## src/hdl/i2cm_pkg.sv

```systemverilog
// Shared types and codes for the I2C master register access sequencer.
// No dependencies; imported by i2cm_step, the top level and the testbench.
package i2cm_pkg;

   // Default for the largest data byte count per access.
   localparam int MAX_BYTES_DEF = 4;

   // Bus event codes carried on the mode field.
   localparam logic [2:0] EV_START     = 3'd0;
   localparam logic [2:0] EV_ACK       = 3'd1;
   localparam logic [2:0] EV_NACK      = 3'd2;
   localparam logic [2:0] EV_RX_BYTE   = 3'd3;
   localparam logic [2:0] EV_STOP_DONE = 3'd4;

   typedef enum logic [2:0] {
      PH_IDLE,
      PH_ADDR,
      PH_REG,
      PH_RESTART,
      PH_RECV,
      PH_SEND,
      PH_STOP
   } phase_type;

   // Bus commands and status flags produced for one event.
   typedef struct packed {
      logic issue_start;
      logic tx_valid;
      logic issue_ack;
      logic issue_nack;
      logic issue_stop;
      logic done;
      logic error;
   } flags_type;

endpackage

```

## src/hdl/i2cm_step.sv

```systemverilog
// Event decode for the register access sequencer: next phase, counters and
// bus commands for one event. Depends on i2cm_pkg.
module i2cm_step import i2cm_pkg::*; #(
   parameter int MAX_BYTES = MAX_BYTES_DEF,
   parameter int CNT_W     = $clog2(MAX_BYTES + 1)
) (
   input  logic [2:0]       mode,
   input  logic [6:0]       new_dev_addr,
   input  logic             new_is_read,
   input  logic [2:0]       new_byte_count,
   input  logic [7:0]       rx_byte,
   input  phase_type        phase_ff,
   input  logic             busy_ff,
   input  logic [6:0]       dev_addr_ff,
   input  logic [7:0]       reg_addr_ff,
   input  logic             is_read_ff,
   input  logic [CNT_W-1:0] total_ff,
   input  logic [CNT_W-1:0] count_ff,
   input  logic [31:0]      wword_ff,
   input  logic [31:0]      accum_ff,
   output logic             load,
   output phase_type        phase_in,
   output logic             busy_in,
   output logic [CNT_W-1:0] total_in,
   output logic [CNT_W-1:0] count_in,
   output logic [31:0]      accum_in,
   output flags_type        flags,
   output logic [7:0]       tx_byte
);

   logic [CNT_W-1:0] count_inc;
   logic             last;
   logic [3:0]       bc_ext;

   // Byte j counted from the least significant end; zero beyond the word.
   function automatic logic [7:0] pick(input logic [31:0] w, input logic [CNT_W-1:0] j);
      logic [4:0] sh;
      sh = 5'({j, 3'b000});
      pick = (32'(j) < 32'd4) ? 8'(w >> sh) : 8'h00;
   endfunction

   assign count_inc = count_ff + CNT_W'(1);
   assign last      = (count_inc >= total_ff);
   assign bc_ext    = {1'b0, new_byte_count};

   // Clamp the requested count into one to MAX_BYTES.
   always_comb begin
      if (bc_ext == 4'd0) begin
         total_in = CNT_W'(1);
      end else if (bc_ext > 4'(MAX_BYTES)) begin
         total_in = CNT_W'(MAX_BYTES);
      end else begin
         total_in = CNT_W'(bc_ext);
      end
   end

   // Next state.
   always_comb begin
      load     = 1'b0;
      phase_in = phase_ff;
      busy_in  = busy_ff;
      count_in = count_ff;
      accum_in = accum_ff;
      unique case (mode)
         EV_START: begin
            if (!busy_ff) begin
               load     = 1'b1;
               busy_in  = 1'b1;
               phase_in = PH_ADDR;
               count_in = '0;
               if (new_is_read) begin
                  accum_in = '0;
               end
            end
         end
         EV_ACK: begin
            unique case (phase_ff)
               PH_ADDR:    phase_in = PH_REG;
               PH_REG:     phase_in = is_read_ff ? PH_RESTART : PH_SEND;
               PH_RESTART: phase_in = PH_RECV;
               PH_SEND: begin
                  count_in = count_inc;
                  if (last) begin
                     phase_in = PH_STOP;
                  end
               end
               default: ;
            endcase
         end
         EV_RX_BYTE: begin
            if (phase_ff == PH_RECV) begin
               accum_in = {accum_ff[23:0], rx_byte};
               count_in = count_inc;
               if (last) begin
                  phase_in = PH_STOP;
               end
            end
         end
         EV_STOP_DONE: begin
            if (busy_ff) begin
               busy_in  = 1'b0;
               phase_in = PH_IDLE;
            end
         end
         default: ;
      endcase
   end

   // Bus commands.
   always_comb begin
      flags   = '0;
      tx_byte = 8'h00;
      unique case (mode)
         EV_START: begin
            if (busy_ff) begin
               flags.error = 1'b1;
            end else begin
               flags.issue_start = 1'b1;
               flags.tx_valid    = 1'b1;
               tx_byte           = {new_dev_addr, 1'b0};
            end
         end
         EV_ACK: begin
            unique case (phase_ff)
               PH_ADDR: begin
                  flags.tx_valid = 1'b1;
                  tx_byte        = reg_addr_ff;
               end
               PH_REG: begin
                  flags.tx_valid = 1'b1;
                  if (is_read_ff) begin
                     flags.issue_start = 1'b1;
                     tx_byte           = {dev_addr_ff, 1'b1};
                  end else begin
                     tx_byte = pick(wword_ff, total_ff - CNT_W'(1));
                  end
               end
               PH_RESTART: ;
               PH_SEND: begin
                  if (last) begin
                     flags.issue_stop = 1'b1;
                  end else begin
                     flags.tx_valid = 1'b1;
                     tx_byte        = pick(wword_ff, total_ff - CNT_W'(1) - count_inc);
                  end
               end
               default: flags.error = 1'b1;
            endcase
         end
         EV_NACK: begin
            if (phase_ff == PH_RESTART) begin
               flags.issue_start = 1'b1;
               flags.tx_valid    = 1'b1;
               tx_byte           = {dev_addr_ff, 1'b1};
            end else begin
               flags.error = 1'b1;
            end
         end
         EV_RX_BYTE: begin
            if (phase_ff != PH_RECV) begin
               flags.error = 1'b1;
            end else if (last) begin
               flags.issue_nack = 1'b1;
               flags.issue_stop = 1'b1;
            end else begin
               flags.issue_ack = 1'b1;
            end
         end
         EV_STOP_DONE: begin
            if (busy_ff) begin
               flags.done  = 1'b1;
               flags.error = (phase_ff != PH_STOP);
            end else begin
               flags.error = 1'b1;
            end
         end
         default: flags.error = 1'b1;
      endcase
   end

endmodule

```

## src/hdl/i2c_master_register_access_fsm.sv

```systemverilog
// An accepted item's result is registered for the next cycle and frees once it is taken.
// Throughput: one event item per cycle while the single result register is not stalled.
// Reset (synchronous, active high): phase idle, not busy, counters and read data zero,
// no result pending.
// Depends on i2cm_pkg and i2cm_step.
module i2c_master_register_access_fsm import i2cm_pkg::*; #(
   parameter int MAX_BYTES = MAX_BYTES_DEF
) (
   input  logic        clock,
   input  logic        reset,
   input  logic        req_valid,
   output logic        req_stall,
   input  logic [2:0]  req_mode,
   input  logic [6:0]  req_dev_addr,
   input  logic [7:0]  req_reg_addr,
   input  logic        req_is_read,
   input  logic [2:0]  req_byte_count,
   input  logic [31:0] req_write_word,
   input  logic [7:0]  req_rx_byte,
   input  logic [31:0] req_event_id,
   output logic        rsp_valid,
   input  logic        rsp_stall,
   output logic        rsp_issue_start,
   output logic        rsp_tx_valid,
   output logic [7:0]  rsp_tx_byte,
   output logic        rsp_issue_ack,
   output logic        rsp_issue_nack,
   output logic        rsp_issue_stop,
   output logic [31:0] rsp_read_word,
   output logic        rsp_busy_res,
   output logic        rsp_done_res,
   output logic [31:0] rsp_done_event,
   output logic        rsp_error
);

   localparam int CNT_W = $clog2(MAX_BYTES + 1);

   // Transaction state.
   phase_type        phase_ff;
   logic             busy_ff;
   logic [6:0]       dev_addr_ff;
   logic [7:0]       reg_addr_ff;
   logic             is_read_ff;
   logic [CNT_W-1:0] total_ff;
   logic [CNT_W-1:0] count_ff;
   logic [31:0]      wword_ff;
   logic [31:0]      accum_ff;
   logic [31:0]      event_id_ff;

   // Next values from the event decode.
   logic             load;
   phase_type        phase_in;
   logic             busy_in;
   logic [CNT_W-1:0] total_in;
   logic [CNT_W-1:0] count_in;
   logic [31:0]      accum_in;
   flags_type        flags;
   logic [7:0]       tx_byte;

   // Result register.
   logic             rsp_valid_ff;
   flags_type        rsp_flags_ff;
   logic [7:0]       rsp_tx_byte_ff;
   logic [31:0]      rsp_read_word_ff;
   logic             rsp_busy_ff;
   logic [31:0]      rsp_done_event_ff;

   logic             req_acc;

   // Accept a new item whenever the result slot is empty or drains this cycle.
   assign req_stall = rsp_valid_ff && rsp_stall;
   assign req_acc   = req_valid && !req_stall;

   i2cm_step #(
      .MAX_BYTES (MAX_BYTES),
      .CNT_W     (CNT_W)
   ) u_step (
      .mode           (req_mode),
      .new_dev_addr   (req_dev_addr),
      .new_is_read    (req_is_read),
      .new_byte_count (req_byte_count),
      .rx_byte        (req_rx_byte),
      .phase_ff       (phase_ff),
      .busy_ff        (busy_ff),
      .dev_addr_ff    (dev_addr_ff),
      .reg_addr_ff    (reg_addr_ff),
      .is_read_ff     (is_read_ff),
      .total_ff       (total_ff),
      .count_ff       (count_ff),
      .wword_ff       (wword_ff),
      .accum_ff       (accum_ff),
      .load           (load),
      .phase_in       (phase_in),
      .busy_in        (busy_in),
      .total_in       (total_in),
      .count_in       (count_in),
      .accum_in       (accum_in),
      .flags          (flags),
      .tx_byte        (tx_byte)
   );

   // Control state: advance on each accepted item.
   always_ff @(posedge clock) begin
      if (reset) begin
         phase_ff <= PH_IDLE;
         busy_ff  <= 1'b0;
         total_ff <= '0;
         count_ff <= '0;
         accum_ff <= '0;
      end else if (req_acc) begin
         phase_ff <= phase_in;
         busy_ff  <= busy_in;
         count_ff <= count_in;
         accum_ff <= accum_in;
         if (load) begin
            total_ff <= total_in;
         end
      end
   end

   // Access parameters: capture on a start taken while idle.
   always_ff @(posedge clock) begin
      if (req_acc && load) begin
         dev_addr_ff <= req_dev_addr;
         reg_addr_ff <= req_reg_addr;
         is_read_ff  <= req_is_read;
         wword_ff    <= req_write_word;
         event_id_ff <= req_event_id;
      end
   end

   // Result slot: fill on accept, drop once taken.
   always_ff @(posedge clock) begin
      if (reset) begin
         rsp_valid_ff <= 1'b0;
      end else if (req_acc) begin
         rsp_valid_ff <= 1'b1;
      end else if (!rsp_stall) begin
         rsp_valid_ff <= 1'b0;
      end
   end

   always_ff @(posedge clock) begin
      if (req_acc) begin
         rsp_flags_ff      <= flags;
         rsp_tx_byte_ff    <= tx_byte;
         rsp_read_word_ff  <= accum_in;
         rsp_busy_ff       <= busy_in;
         rsp_done_event_ff <= flags.done ? event_id_ff : 32'h0;
      end
   end

   assign rsp_valid       = rsp_valid_ff;
   assign rsp_issue_start = rsp_flags_ff.issue_start;
   assign rsp_tx_valid    = rsp_flags_ff.tx_valid;
   assign rsp_tx_byte     = rsp_tx_byte_ff;
   assign rsp_issue_ack   = rsp_flags_ff.issue_ack;
   assign rsp_issue_nack  = rsp_flags_ff.issue_nack;
   assign rsp_issue_stop  = rsp_flags_ff.issue_stop;
   assign rsp_read_word   = rsp_read_word_ff;
   assign rsp_busy_res    = rsp_busy_ff;
   assign rsp_done_res    = rsp_flags_ff.done;
   assign rsp_done_event  = rsp_done_event_ff;
   assign rsp_error       = rsp_flags_ff.error;

endmodule

```

## config.mk

```make
export PLATFORM = sky130hd
export DESIGN_NAME = i2c_master_register_access_fsm
export DESIGN_NICKNAME = d
export VERILOG_FILES = /design/src/hdl/i2cm_pkg.sv /design/src/hdl/i2cm_step.sv /design/src/hdl/i2c_master_register_access_fsm.sv
export SDC_FILE = /design/constraint.sdc
export NUM_CORES = 1
export LEC_CHECK = 0
export ABC_CLOCK_PERIOD_IN_PS = 11000
export BUFFER_PORTS_ARGS = -buffer_cell sky130_fd_sc_hd__buf_2
export CAP_MARGIN = 20
export CORE_MARGIN = 2
export CORE_UTILIZATION = 45
export CTS_BUF_LIST = sky130_fd_sc_hd__clkbuf_8
export DETAILED_ROUTE_END_ITERATION = 12
export PLACE_DENSITY = 0.75
export SLEW_MARGIN = 30
export SYNTH_ARGS = -nofsm -noshare
export SYNTH_HDL_FRONTEND = slang
export SYNTH_SLANG_ARGS = --single-unit
export TNS_END_PERCENT = 50
```

## constraint.sdc

```tcl
create_clock -name clock -period 11 [get_ports clock]
set_input_delay 1.1 -clock clock [delete_from_list [all_inputs] [get_ports clock]]
set_output_delay 1.1 -clock clock [all_outputs]
set_load 0.005 [all_outputs]
```

# Word level (Yosys, flattened, before mapping)
# Index checks and enable logic that the tools add are counted.
# Widths: inputs -> output; s select.
totals:
  word_cells: 112
  output_inout_bits: 82
  inputBits: 98
  reg_bits: 203
op_classes:
  bitwise_logic: 1
  magnitude_cmp: 4
  shifts: 2
  reduce_logical: 14
  muxes: 49
  eq_ne: 17
  add_sub_neg: 3
op_table:
  columns: ["operator", "n"]
  rows:
  - ["$mux 32", 3]
  - ["$pmux 32 s2", 1]
  - ["$shr 32x5->8", 2]
  - ["$mux 8", 6]
  - ["$pmux 8 s3", 2]
  - ["$mux 3", 10]
  - ["$pmux 3 s4", 2]
  - ["$mux 1", 16]
  - ["$eq 3x2->1 const B", 4]
  - ["$eq 3x3->1 const B", 3]
  - ["$pmux 3 s3", 1]
  - ["$eq 3x1->1 const B", 2]
  - ["$lt 3x3->1 const B", 2]
  - ["$mux 2", 3]
  - ["$ne 2x2->1 const B", 3]
  - ["$ne 3x3->1 const B", 2]
  - ["$pmux 1 s2", 3]
  - ["$pmux 2 s3", 1]
  - ["$reduce_and 6->1", 1]
  - ["$ne 5x4->1 const B", 1]
  - ["$pmux 1 s5", 1]
  - ["$reduce_and 5->1", 1]
  - ["$logic_not 4->1", 1]
  - ["$ne 2x1->1 const B", 2]
  - ["14 further kinds", 17]

# Depth between registers and ports, before layout
# Gate-level depths: netlist of the first run.
logic_depth:
  ltp_word: 7
  ltp_mapped: 9

# Modules after synthesis
# Synthesis of the first run repeated with hierarchy kept, for this count alone.
unflattened:
  cells_unflattened: 601
  area_unflattened_um2: 8255.4
by_module_without_submodules:
  columns: ["mod", "area_per_inst_um2", "cells_per_inst", "n_inst", "seq_area_each_um2"]
  rows:
  - ["i2c_master_register_access_fsm", 6545.0, 385, 1, 5665.4]
  - ["i2cm_step", 1710.4, 216, 1, 0.0]

# Least setup slack after synthesis of the first run
# Ideal clock, no wire load.
synth_path:
  kind: "input to register"
  startpoint: "in rsp_stall"
  endpoint: "reg dev_addr_ff[0] (enable)"
  arrival_ps: 4460
  path_slack_ps: 5676
  path_stages: 5
  path_cell_list: "and2_1 > nand2b_2 > inv_1 > nand2_1 > clkinv_1"
synth_via:
  elab_chain_cells: 4
synth_rtl:
  columns: ["item", "line", "rtl"]
  rows:
  - ["from (decl)", "i2c_master_register_access_fsm.sv:22", "input logic rsp_stall,"]
  - ["$logic_and 1x1->1", "i2c_master_register_access_fsm.sv:71", "assign req_stall = rsp_valid_ff && rsp_stall;"]
  - ["$logic_not 1->1", "i2c_master_register_access_fsm.sv:72", "assign req_acc = req_valid && !req_stall;"]
  - ["$logic_and 1x1->1", "i2c_master_register_access_fsm.sv:72", null]
  - ["named net req_acc", "i2c_master_register_access_fsm.sv:68", "logic req_acc;"]
  - ["$logic_and 1x1->1", "i2c_master_register_access_fsm.sv:123", "if (req_acc && load) begin"]
  - ["to (signal assigned)", "i2c_master_register_access_fsm.sv:124", "dev_addr_ff <= req_dev_addr;"]
  - ["to (decl)", "i2c_master_register_access_fsm.sv:41", "logic [6:0] dev_addr_ff;"]
# The timed path passes the listed nets, and every way through them passes these cells.
# A chain may end at the register's enable or synchronous reset.

# Worst setup path after layout of the first run
layout_path:
  startpoint: "reg total_ff[0]"
  endpoint: "reg rsp_tx_byte_ff[5] (netlist: rsp_tx_byte[5]) (data pin)"
layout_via:
  elab_chain_cells: 7
  word_cells_on_any_way: 13
  cone_classes: "add/sub: 2; order compare: 3; shift: 2; mux: 6"
layout_rtl:
  columns: ["item", "line", "rtl"]
  rows:
  - ["from (decl)", "i2c_master_register_access_fsm.sv:44", "logic [CNT_W-1:0] total_ff;"]
  - ["from (signal assigned)", "i2c_master_register_access_fsm.sv:116", "total_ff <= total_in;"]
  - ["$sub 3x1->3", "i2cm_step.sv:135, i2cm_step.sv:144", null]
  - ["$sub 3x3->3", "i2cm_step.sv:144", "tx_byte = pick(wword_ff, total_ff - CNT_W'(1) - count_inc);"]
  - ["$shr 32x5->8 / $lt 3x3->1 (equally long branches)", "i2cm_step.sv:39", "pick = (32'(j) < 32'd4) ? 8'(w >> sh) : 8'h00;"]
  - ["$mux 8", "i2cm_step.sv:39", null]
  - ["$mux 8", "i2cm_step.sv:140", "if (last) begin"]
  - ["$pmux 8 s3 (*)", "i2cm_step.sv:124", "unique case (phase_ff)"]
  - ["$pmux 8 s3 (*)", "i2cm_step.sv:113", "unique case (mode)"]
  - ["named net tx_byte[5]", "i2c_master_register_access_fsm.sv:58", "logic [7:0] tx_byte;"]
  - ["to (signal assigned)", "i2c_master_register_access_fsm.sv:146", "rsp_tx_byte_ff <= tx_byte;"]
  - ["to (decl)", "i2c_master_register_access_fsm.sv:63", "logic [7:0] rsp_tx_byte_ff;"]
# Mark *: on every way through the listed nets, which the timed path passes. The rest lies on a longest branch.

==> results_dict.tcl, run 1 <==
set metrics [dict create \
    ys.flop_type "edfxtp_1" \
    postSynthAreaPerCell_sq_um 14.5 \
    cts_tree "yes" \
    finalHoldViolations 0 \
    clockRootBuffer "clkbuf_8" \
    regToRegSetupSlack_ns 7.87 \
    synth-async-reset-ratio 0 \
    area_growth_pct 21.0 \
    slew-limit-headroom 0.430 \
    clockBufferDepth 3 \
    seqPwrFrac 0.538 \
    rows 49 \
    internal_power_mw 1.24 \
    fin_skew_ns 0.0267 \
    fin_util 0.555 \
    r2r-end "rsp_tx_byte[5]$_DFFE_PP_" \
    syn_inst 568 \
    p_comb_frac 0.051 \
    fin_cells 1004 \
    path_class "reg2reg" \
    yosysTopAreaCellShare 0.583 \
    period_needed_ns 3.13 \
    core_sq_um 18000 \
    postCtsHoldBufs 0 \
    p_switching_uw 348 \
    crit_fanout 12 \
    status "completed" \
    insertion_delay_ns 0.53 \
    busiest_layer "met2" \
    first_pass_iters 5 \
    htreeDepth 2 \
    wirelength_um 16900 \
    pin_count 180 \
    powerDensity_nw_per_um2 160 \
    fin_nets 855 \
    drc_errors 0 \
    ir_drop_uv 109 \
    dieWidth_um 139 \
    crit_chain "inv_1 -> ha_1 -> fa_1 -> mux4_2 -> inv_1 -> o211ai_2" \
    synth.most_common_cell "edfxtp_1" \
    postCtsResizedCells 0 \
    use_met1 0.237 \
    max_freq_mhz 320 \
    yosysTopAreaCell "edfxtp_1" \
    ys_types 61 \
    swShare 0.219 \
    grt_use_met3 0.0385 \
    clk_pin_slew_ns 0.06 \
    seq_area_frac_synth 0.688 \
    path_common_cell "inv_1" \
    antenna_found_initial 0 \
    grt_util_met2 0.268 \
    yosys_warnings 0 \
    overflow 0 \
    crit_start "total_ff[0]$_SDFFE_PP0P_" \
    dp.cells 942 \
    drive_above_1_share 0.345 \
    dp_hpwl_um 10900 \
    numCtsBuffers 35 \
    die_h_um 139 \
    grt_max_degree 82 \
    grt_pass1_wl_um 26500 \
    post-cts-setup-buffer-count 0 \
    finalSetupViolations 0 \
    worst-r2r-cell-count 6 \
    grt_pass1_vias 5150 \
    synth_seq_cells 203 \
    worstPathArrival_ns 3.37 \
    hp-class "reg2reg" \
    setup_tns_ns 0 \
    end_kind "flop" \
    port_buffers 179 \
    wl_per_cell_um 16.8 \
    r2r-start "total_ff[0]$_SDFFE_PP0P_" \
    synth_edf_count 160 \
    viasPerCell 5.31 \
    hold_slack_ns 0.467 \
    rsz0062_at_grt "false" \
    cap_violations 0 \
    netlist_area_sq_um 8240 \
    worstHoldStart "count_ff[1]$_SDFFE_PP0P_" \
    pwr-share-clk 0.410 \
    vias 5327 \
    ant_nets 0 \
    power_leakage_nw 3.84 \
    worst_slew_pin_slew_ns 0.855 \
    clock_sink_count 203 \
    die_area_sq_um 19400 \
    slowest_delay_ns 0.91 \
    fin_crit_sh 0.284 \
    synth_common_cells "edfxtp_1, nor2_1, dfxtp_1, and2_1" \
    crit_slowest_cell "fa_1" \
    maxSlewViolCount 0 \
    antenna_cells 0 \
    synth_fp_nets 673 \
    grt_usage 0.172 \
    gp_congestion 0.857 \
    start_util 0.459 \
    worstPathRequired_ns 11.25 \
    drt_iter0_drc 373 \
    synth_area_leaders "edfxtp_1, dfxtp_1, mux4_2" \
    critPathLaunchType "flop" \
    endpoint "rsp_tx_byte[5]$_DFFE_PP_" \
]
[layout make-up]
cell class	count	area [sq um]
clock buffers	37	509
clock inverters	25	171
fillers	1485	7990
inverters	20	77.6
multi-input cells	307	2330
flip-flops and latches	203	5670
well taps	229	287
repair buffers	183	930
[registers in the layout (all words and copies together) (netlist names), 3 cells and up]
name / flops
accum_ff: 32
count_ff: 3
dev_addr_ff: 7
event_id_ff: 32
phase_ff: 3
reg_addr_ff: 8
rsp_done_event: 32
rsp_read_word: 32
rsp_tx_byte: 8
total_ff: 3
wword_ff: 32
[power groups by stage]
stage | registers (mW) | clock network, mW | logic, mW
after floorplan | 0.873 | 0 | 0.0385
after global placement | 0.873 | 0 | 0.0803
after detailed placement | 0.874 | 0 | 0.0819
after CTS | 0.858 | 0.673 | 0.0823
after global routing | 0.859 | 0.708 | 0.0894
final | 0.858 | 0.654 | 0.0814
[routing by layer]
metal | part of all wire | up-vias
li1 | - | 2526
met1 | 0.43 | 2538
met2 | 0.47 | 232
met3 | 0.073 | 31
met4 | 0.025 | 0
met5 | 0 | -
[critical path: cells and delay by family, from the launching register on]
kind | cells | cell delay [ns]
compound gates | 1 | 0.07
fa+ha+maj | 2 | 1.43
buf+inv | 2 | 0.19
flops | 1 | 0.79
mux | 1 | 0.37
[cell families after synthesis]
kind of cell / Yosys count / share of synthesized area
xor+xnor: 7 / 0.00744
compound gates: 123 / 0.114
simple gates: 153 / 0.104
buf+inv: 58 / 0.0302
mux: 17 / 0.0450
flops: 203 / 0.688
fa+ha+maj: 7 / 0.0115
[placed cells by master, fill, tap and decap left out, types with 2 or more instances in the layout]
cell type,n
a21oi_1,23
a221oi_1,7
a22o_1,32
a22oi_1,32
and2_1,35
buf_2,179
buf_4,3
bufinv_16,2
clkbuf_8,37
clkinv_1,3
clkinv_2,5
dfxtp_1,43
edfxtp_1,160
ha_1,6
inv_1,31
mux4_2,16
nand2_1,23
nand2b_1,9
nand3_1,8
nor2_1,44
nor2_2,3
nor2b_1,4
nor3_1,3
nor4_4,2
o211ai_2,7
o21ai_0,4
o21ai_1,4
o21bai_1,2
or3_1,3
or3b_1,3
or4_1,2
xnor2_1,4
xor2_1,3
[per-stage QoR]
stage	power, mW	instance area [sq um]	worst slack [ns]
global placement	0.954	9280	7.45
global route	1.66	9970	7.67
CTS	1.61	9970	7.82
detailed placement	0.956	9290	7.38
floorplan	0.912	8240	5.68
finish	1.59	9970	7.87
[worst min path at each step]
stage / end / depth (start not counted)
global placement: count_ff[1]$_SDFFE_PP0P_ / 2
floorplan: count_ff[1]$_SDFFE_PP0P_ / 2
CTS: count_ff[1]$_SDFFE_PP0P_ / 2
global route: count_ff[1]$_SDFFE_PP0P_ / 2
detailed placement: count_ff[1]$_SDFFE_PP0P_ / 2
finish: count_ff[1]$_SDFFE_PP0P_ / 2
Note: power is estimated with default switching activity, not from simulation.
==> inputs of run 2 (changes only) <==
- ABC_CLOCK_PERIOD_IN_PS: 11000 -> 2500
- PLACE_DENSITY: 0.75 -> 0.78
- clock period: 11 -> 2.5 ns (I/O delays scaled with it)
==> run 2 against run 1 <==
  * Non-clock buffer count rose by 91
  * Die area did not move
  * Sequential cell count did not move
  * Count of clock-buffer cells in the layout fell by 1
  * Final cell count rose by 8.8%
  * Critical path depth rose by 1
  * Register-to-register slack got worse by 7.7 ns
  * Worst setup slack got worse by 7.7 ns
  * Largest cell class unchanged
  * Largest power group unchanged
==> results_dict.tcl, run 2 (synthesis results as in run 1) <==
set metrics [dict create \
    status "completed" \
    maxSlewViolCount 0 \
    end_kind "flop" \
    clockBufferDepth 3 \
    crit_fanout 8 \
    final_cell_mix "buf_2, edfxtp_1, dlygate4sd3_1, nor2_1, dfxtp_1" \
    worst_slew_pin_slew_ns 0.771 \
    layout_commonest_cell "buf_2" \
    hold_slack_ns 0.0275 \
    start_util 0.459 \
    finalSetupViolations 0 \
    fillers 1327 \
    grt_pass1_wl_um 30200 \
    fin_nets 945 \
    core_sq_um 18000 \
    setup_tns_ns 0 \
    power_leakage_nw 4.20 \
    area_growth_pct 32.2 \
    worstHoldStart "req_rx_byte[1]" \
    rsz0062_at_grt "false" \
    clock_sink_count 203 \
    path_class "reg2reg" \
    drt_iter0_drc 264 \
    clk_pin_slew_ns 0.06 \
    period_needed_ns 2.32 \
    grt_max_degree 82 \
    p_switching_mw 1.55 \
    clockRootBuffer "clkbuf_8" \
    vias 5702 \
    slew-limit-headroom 0.482 \
    slowest_delay_ns 0.58 \
    overflow 0 \
    pwr-share-clk 0.400 \
    drc_errors 0 \
    dieWidth_um 139 \
    rows 49 \
    cap_violations 0 \
    grt_pass1_vias 5735 \
    wl_per_cell_um 17.3 \
    max_freq_mhz 431 \
    crit_start "count_ff[0]$_SDFFE_PP0P_" \
    finalHoldViolations 0 \
    hp-class "in2reg" \
    wirelength_um 18900 \
    crit_slowest_cell "or3_1" \
    crit_buf_inv 0 \
    postCtsResizedCells 0 \
    dp_hpwl_um 11600 \
    path_common_cell "ha_1" \
    grt_usage 0.194 \
    cts_tree "yes" \
    pin_count 180 \
    port_buffers 179 \
    seqPwrFrac 0.532 \
    ir_drop_uv 478 \
    critPathTopFamily "simple AND/OR/NAND/NOR gates" \
    ant_nets 0 \
    antenna_found_initial 0 \
    antenna_cells 0 \
    swShare 0.219 \
    htreeDepth 2 \
    fin_crit_sh 0.929 \
    worstPathArrival_ns 2.68 \
    drive_above_1_share 0.324 \
    first_pass_iters 5 \
    die_h_um 139 \
    critPathLaunchType "flop" \
    met3_length_um 1250 \
    crit_chain "ha_1 -> xor2_1 -> ha_1 -> a21oi_1 -> o21ai_1 -> or3_1 -> o211ai_2" \
    routed-wl-met2_um 9410 \
    gp_congestion 0.837 \
    p_comb_frac 0.068 \
    r2r-start "count_ff[0]$_SDFFE_PP0P_" \
    insertion_delay_ns 0.51 \
    top_layer "met4" \
    numCtsBuffers 34 \
    die_area_sq_um 19400 \
    fin_skew_ns 0.0336 \
    internal_power_mw 5.53 \
    worstPathRequired_ns 2.86 \
    wl_met1_um 7840 \
    powerDensity_nw_per_um2 650 \
    viasPerCell 5.22 \
]
-- run 2: changes by cell type in the layout (fill, tap and decap cells not counted), moves of 2 or more --
cell	change
clkinv_2	+2
dlygate4sd3_1	+82
buf_4	+9
nand2_1	-2
clkinv_1	+4
inv_1	-8
-- run 2: repair_timing --
item,in CTS,in global routing
setup buffers,0,0
endpoints found under the hold margin,82,0
hold buffers,82,0
-- run 2: worst reg2reg max path, delay by kind of cell, from the launching register on --
| kind | cells | cell delay (ns) |
|---|---|---|
| flops | 1 | 0.40 |
| xor+xnor | 1 | 0.25 |
| fa+ha+maj | 2 | 0.53 |
| compound gates | 3 | 0.45 |
| simple gates | 1 | 0.58 |
-- run 2: cell type report --
class                   count  area, sq um  area share
clock buffers              36          495      0.0455
clock inverters            23          153      0.0140
inverters                  20          105     0.00965
multi-input cells         307         2360       0.217
flip-flops and latches    203         5670       0.520
well taps                 229          287      0.0263
repair buffers            274         1830       0.168
-- run 2: final timing paths --
path | end | slack, ns | cells after the start
min | accum_ff[1]$_SDFFE_PP0P_ | 0.03 | 3
max reg2reg | rsp_tx_byte[3]$_DFFE_PP_ | 0.18 | 7
min reg2reg | count_ff[1]$_SDFFE_PP0P_ | 0.47 | 2
max | rsp_tx_byte[3]$_DFFE_PP_ | 0.18 | 7
-- run 2: power by group through the flow --
stage          logic [mW]  registers (mW)  clock network, mW
4_1_cts             0.478            3.77               2.90
2_1_floorplan       0.177            3.84                  0
6_report            0.481            3.77               2.83
3_3_place_gp        0.368            3.84                  0
3_5_place_dp        0.378            3.84                  0
5_1_grt             0.523            3.78               3.05
-- run 2: per-stage QoR --
step | util | power (mW) | std cells | setup WS, ns | instance area (sq um)
CTS | 0.606 | 7.15 | 1092 | 0.158 | 10900
floorplan | - | 4.02 | 568 | -0.171 | 8300
finish | 0.606 | 7.08 | 1092 | 0.178 | 10900
global placement | 0.525 | 4.21 | 951 | 0.251 | 9420
global route | 0.606 | 7.35 | 1092 | 0.00342 | 10900
detailed placement | 0.525 | 4.22 | 951 | 0.166 | 9420
-- run 2: metal layers --
metal,GRT usage,vias up
li1,-,2699
met1,0.253,2738
met2,0.327,230
met3,0.0420,35
met4,0.0611,0
met5,0,-
